$ cat src/rtl/sat_pkg.sv
// Shared types and codes for the sorted array table.
// Request, response and compare-result structs plus action and status codes.
// No dependencies.
package sat_pkg;

   localparam int DEF_CAPACITY    = 256;
   localparam int DEF_VALUE_WIDTH = 32;

   localparam int ACTION_W   = 2;
   localparam int FIELD_W    = 32;
   localparam int POSITION_W = 8;
   localparam int STATUS_W   = 3;
   localparam int INDEX_W    = 8;
   localparam int COUNT_W    = 9;

   localparam logic [ACTION_W-1:0] ACT_INSERT = 2'd0;
   localparam logic [ACTION_W-1:0] ACT_FIND   = 2'd1;
   localparam logic [ACTION_W-1:0] ACT_READ   = 2'd2;

   localparam logic [STATUS_W-1:0] STAT_OK        = 3'd0;
   localparam logic [STATUS_W-1:0] STAT_EMPTY     = 3'd1;
   localparam logic [STATUS_W-1:0] STAT_RANGE     = 3'd2;
   localparam logic [STATUS_W-1:0] STAT_FULL      = 3'd3;
   localparam logic [STATUS_W-1:0] STAT_NOT_FOUND = 3'd4;

   typedef struct packed {
      logic [ACTION_W-1:0]      action;
      logic signed [FIELD_W-1:0] value;
      logic [POSITION_W-1:0]    position;
   } req_type;

   typedef struct packed {
      logic [STATUS_W-1:0]       status;
      logic [INDEX_W-1:0]        found_index;
      logic signed [FIELD_W-1:0] read_value;
      logic [COUNT_W-1:0]        entry_count;
      logic signed [FIELD_W-1:0] smallest;
      logic signed [FIELD_W-1:0] largest;
   } rsp_type;

   typedef struct packed {
      logic less;
      logic equal;
   } cmp_type;

endpackage

$ cat src/rtl/sat_cmp.sv
// Shared signed compare unit used by every search probe.
// Depends on sat_pkg for the compare result struct.
module sat_cmp
   import sat_pkg::*;
#(
   parameter int VALUE_WIDTH = DEF_VALUE_WIDTH
) (
   input  logic [VALUE_WIDTH-1:0] key,
   input  logic [VALUE_WIDTH-1:0] entry,
   output cmp_type                result
);

   always_comb begin
      result.less  = $signed(key) < $signed(entry);
      result.equal = key == entry;
   end

endmodule
$ cat config.mk
export PLATFORM = sky130hd
export DESIGN_NAME = sat_cmp
export DESIGN_NICKNAME = d
export VERILOG_FILES = /design/src/rtl/sat_pkg.sv /design/src/rtl/sat_cmp.sv
export SDC_FILE = /design/constraint.sdc
export NUM_CORES = 1
export LEC_CHECK = 0
export ABC_AREA = 0
export BUFFER_PORTS_ARGS = -buffer_cell sky130_fd_sc_hd__buf_4
export CORE_MARGIN = 2
export CORE_UTILIZATION = 35
export DETAILED_ROUTE_END_ITERATION = 10
export MAX_ROUTING_LAYER = met4
export PLACE_DENSITY = 0.73
export SLEW_MARGIN = 20
export SYNTH_ARGS = -nofsm -noshare
export SYNTH_HDL_FRONTEND = slang
export SYNTH_SLANG_ARGS = --single-unit
$ cat constraint.sdc
create_clock -name vclk -period 3.1
set_input_delay 0.465 -clock vclk [all_inputs]
set_output_delay 0.465 -clock vclk [all_outputs]
set_load 0.02 [all_outputs]
==> key figures <==
Status
  – Status: finished clean

Layout
  – Ant diodes: 0
  – FILL cells: around 210
  – Area grow syn2layout: 64.6%
  – Final net count: between 200 and 300
  – Layout Cells excl Fill: between 200 and 250
  – Seq_cells: 0
  – Final core utilization: approximately 61%
  – Layout clock buffers: 0
  – Area of the multi-input gates: roughly 700 µm²
  – Final instance area: between 1000 and 1500 µm²
  – Storage cell area: 0 µm²
  – Layout cells sized above 1: between 30% and 40%

Floorplan
  – Std-Cell Rows: 17
  – Starting Density: approximately 37%
  – Die ar.: ~2700 µm²
  – Ports: 66
  – DIE HEIGHT: roughly 52 µm
  – Core area: roughly 2200 µm²
  – Die width: roughly 52 µm

STA
  – F_max: 400 MHz
  – Slew @ Worst Pin: about 380 ps
  – Slew HR: around three quarters
  – Post-route worst setup slack: ~600 ps
  – Final Slew Violations: 0
  – Post-route setup TNS: 0 ps
  – Final Hold Violating Endpoints: 0
  – RSZ-0062 raised after global routing: false
  – Final setup vio count: 0
  – Hold_ws: roughly 1400 ps
  – Final worst path period share: between 80% and 90%
  – Post-layout min period: between 2000 and 3000 ps

Drt
  – Post-route antenna net violation count: 0
  – Routed WL: 1.98 mm
  – Vias: about 980
  – Drt drc: 0
  – Pre-Repair DR Iteration Count: 4
  – Post-DR wirelength/cell: between 9 and 10 µm
  – Initial DRC Count: 9
  – Via density: 4.74

Logic synthesis
  – Post-Syn Instances: 113
  – Top cells by area, synth: ha_1 49%, inv_1 15%, a21oi_1 6.7%
  – YS warnings: 0
  – Register area share after synthesis: 0%
  – Leading area contributor after synthesis: ha_1
  – Synth top area share: around 49%
  – Yosys cell types: 24
  – Mapped Area: approximately 820 µm²
  – Syn avg cell area: 7.26 µm²
  – Synthesized Nets: 209

GRT
  – Largest net degree at the start of global routing: 5
  – Number of global-route vias before repair: ~970
  – Total track usage: roughly 16%
  – First-pass GRT wire length: roughly 3.4 mm
  – Antenna violations before repair: 0
  – Global route total overflow: 0

Setup path
  – Critical Path End Type: primary output
  – Max FO, Critical Path: 2
  – Setup Crit Path Kind: input port to primary output
  – CP arrival: 2040 ps
  – Worst setup SP type: input port
  – Worst path required time: ~2600 ps

Clocking
  – Post-CTS Hold Buffers: 0
  – Post-CTS resize count: 0
  – Setup Buffers After CTS: 0

Placed design
  – DP HPWL: between 1.5 and 2 mm
  – GPL Wtd Cong: 0.757
  – Post-placement cell area: ~1400 µm²
  – Number of port buffers: 66
  – Pre-CTS setup slack: about 600 ps
  – Cells after DPL: 207

Run
  – Total of max-cap violations: 0

Power
  – Worst vdd ir: approximately 0.070 mV
  – Power Dens Cells: ~120 nW/µm²
  – Leakage: between 0.8 and 0.9 nW
  – Final Total Pwr: approximately 160 µW

Min path
  – Hold Crit Class: input port to primary output
## cell families (layout without fill, tap and decap cells)
| group | count (synthesis) | after routing | share of synthesized area, % |
|---|---|---|---|
| compound gates | 25 | 25 | 20.6 |
| buf+inv | 32 | 98 | 14.6 |
| simple gates | 24 | 24 | 16.0 |
| fa+ha+maj | 32 | 32 | 48.8 |
## layer usage
metal	wire length, µm	track usage, %	part of all wire, %	vias to the layer above
met4	0	0	0	0
met3	146	0.286	7.4	0
met2	1100	33.1	56	34
li1	-	-	-	531
met5	0	-	0	-
met1	731	16.7	37	416
## path summary, 6_finish.rpt
check,slack [ps],endpoint,startpoint,cells past startpoint
max,600,result[1],key[5],8
min,1440,result[1],key[31],4
## cell usage after synthesis
| library cell | instances |
|---|---|
| o2111ai_1 | 1 |
| nor2b_1 | 1 |
| nand3_1 | 2 |
| nor3_1 | 1 |
| nand4_1 | 6 |
| ha_1 | 32 |
| a221oi_1 | 1 |
| nor4_2 | 1 |
| a21o_1 | 2 |
| o211ai_1 | 1 |
| nand4_2 | 1 |
| a21oi_2 | 1 |
| o21ai_0 | 2 |
| nor4_1 | 1 |
| o22ai_2 | 1 |
| a221o_1 | 1 |
| o21ai_1 | 1 |
| o31a_1 | 1 |
| nand2_1 | 7 |
| a21oi_1 | 11 |
| a211oi_1 | 1 |
| inv_1 | 32 |
| nor2_1 | 4 |
| a21boi_2 | 1 |
## cell usage in the layout, fill, tap and decap left out, drive strengths merged, types with 2 or more instances in the layout
cell | Yosys | routed
buf | 0 | 66
inv | 32 | 32
ha | 32 | 32
a21oi | 12 | 12
nand2 | 7 | 7
nand4 | 7 | 7
nor2 | 4 | 4
o21ai | 3 | 3
a21o | 2 | 2
nand3 | 2 | 2
nor4 | 2 | 2
## final cells by class
cell class,count,share of cell area (%)
Multi-Input combinational cell,81,51.9
Timing Repair Buffer,66,36.7
Inverter,32,8.89
Tap cell,28,2.59
## report_power, final
part / switching, mW / internal, mW
Combinational: 0.0634 / 0.0940
Clock: 0 / 0
Sequential: 0 / 0
Total: 0.0634 / 0.0940
## worst max-delay path, stage by stage
cell and delay [ps]:
buf_4 110, ha_1 300, a21oi_1 150, o21ai_0 110
a221o_1 330, o31a_1 310, o22ai_2 90, buf_4 160
Note: power is estimated with default switching activity, not from simulation.
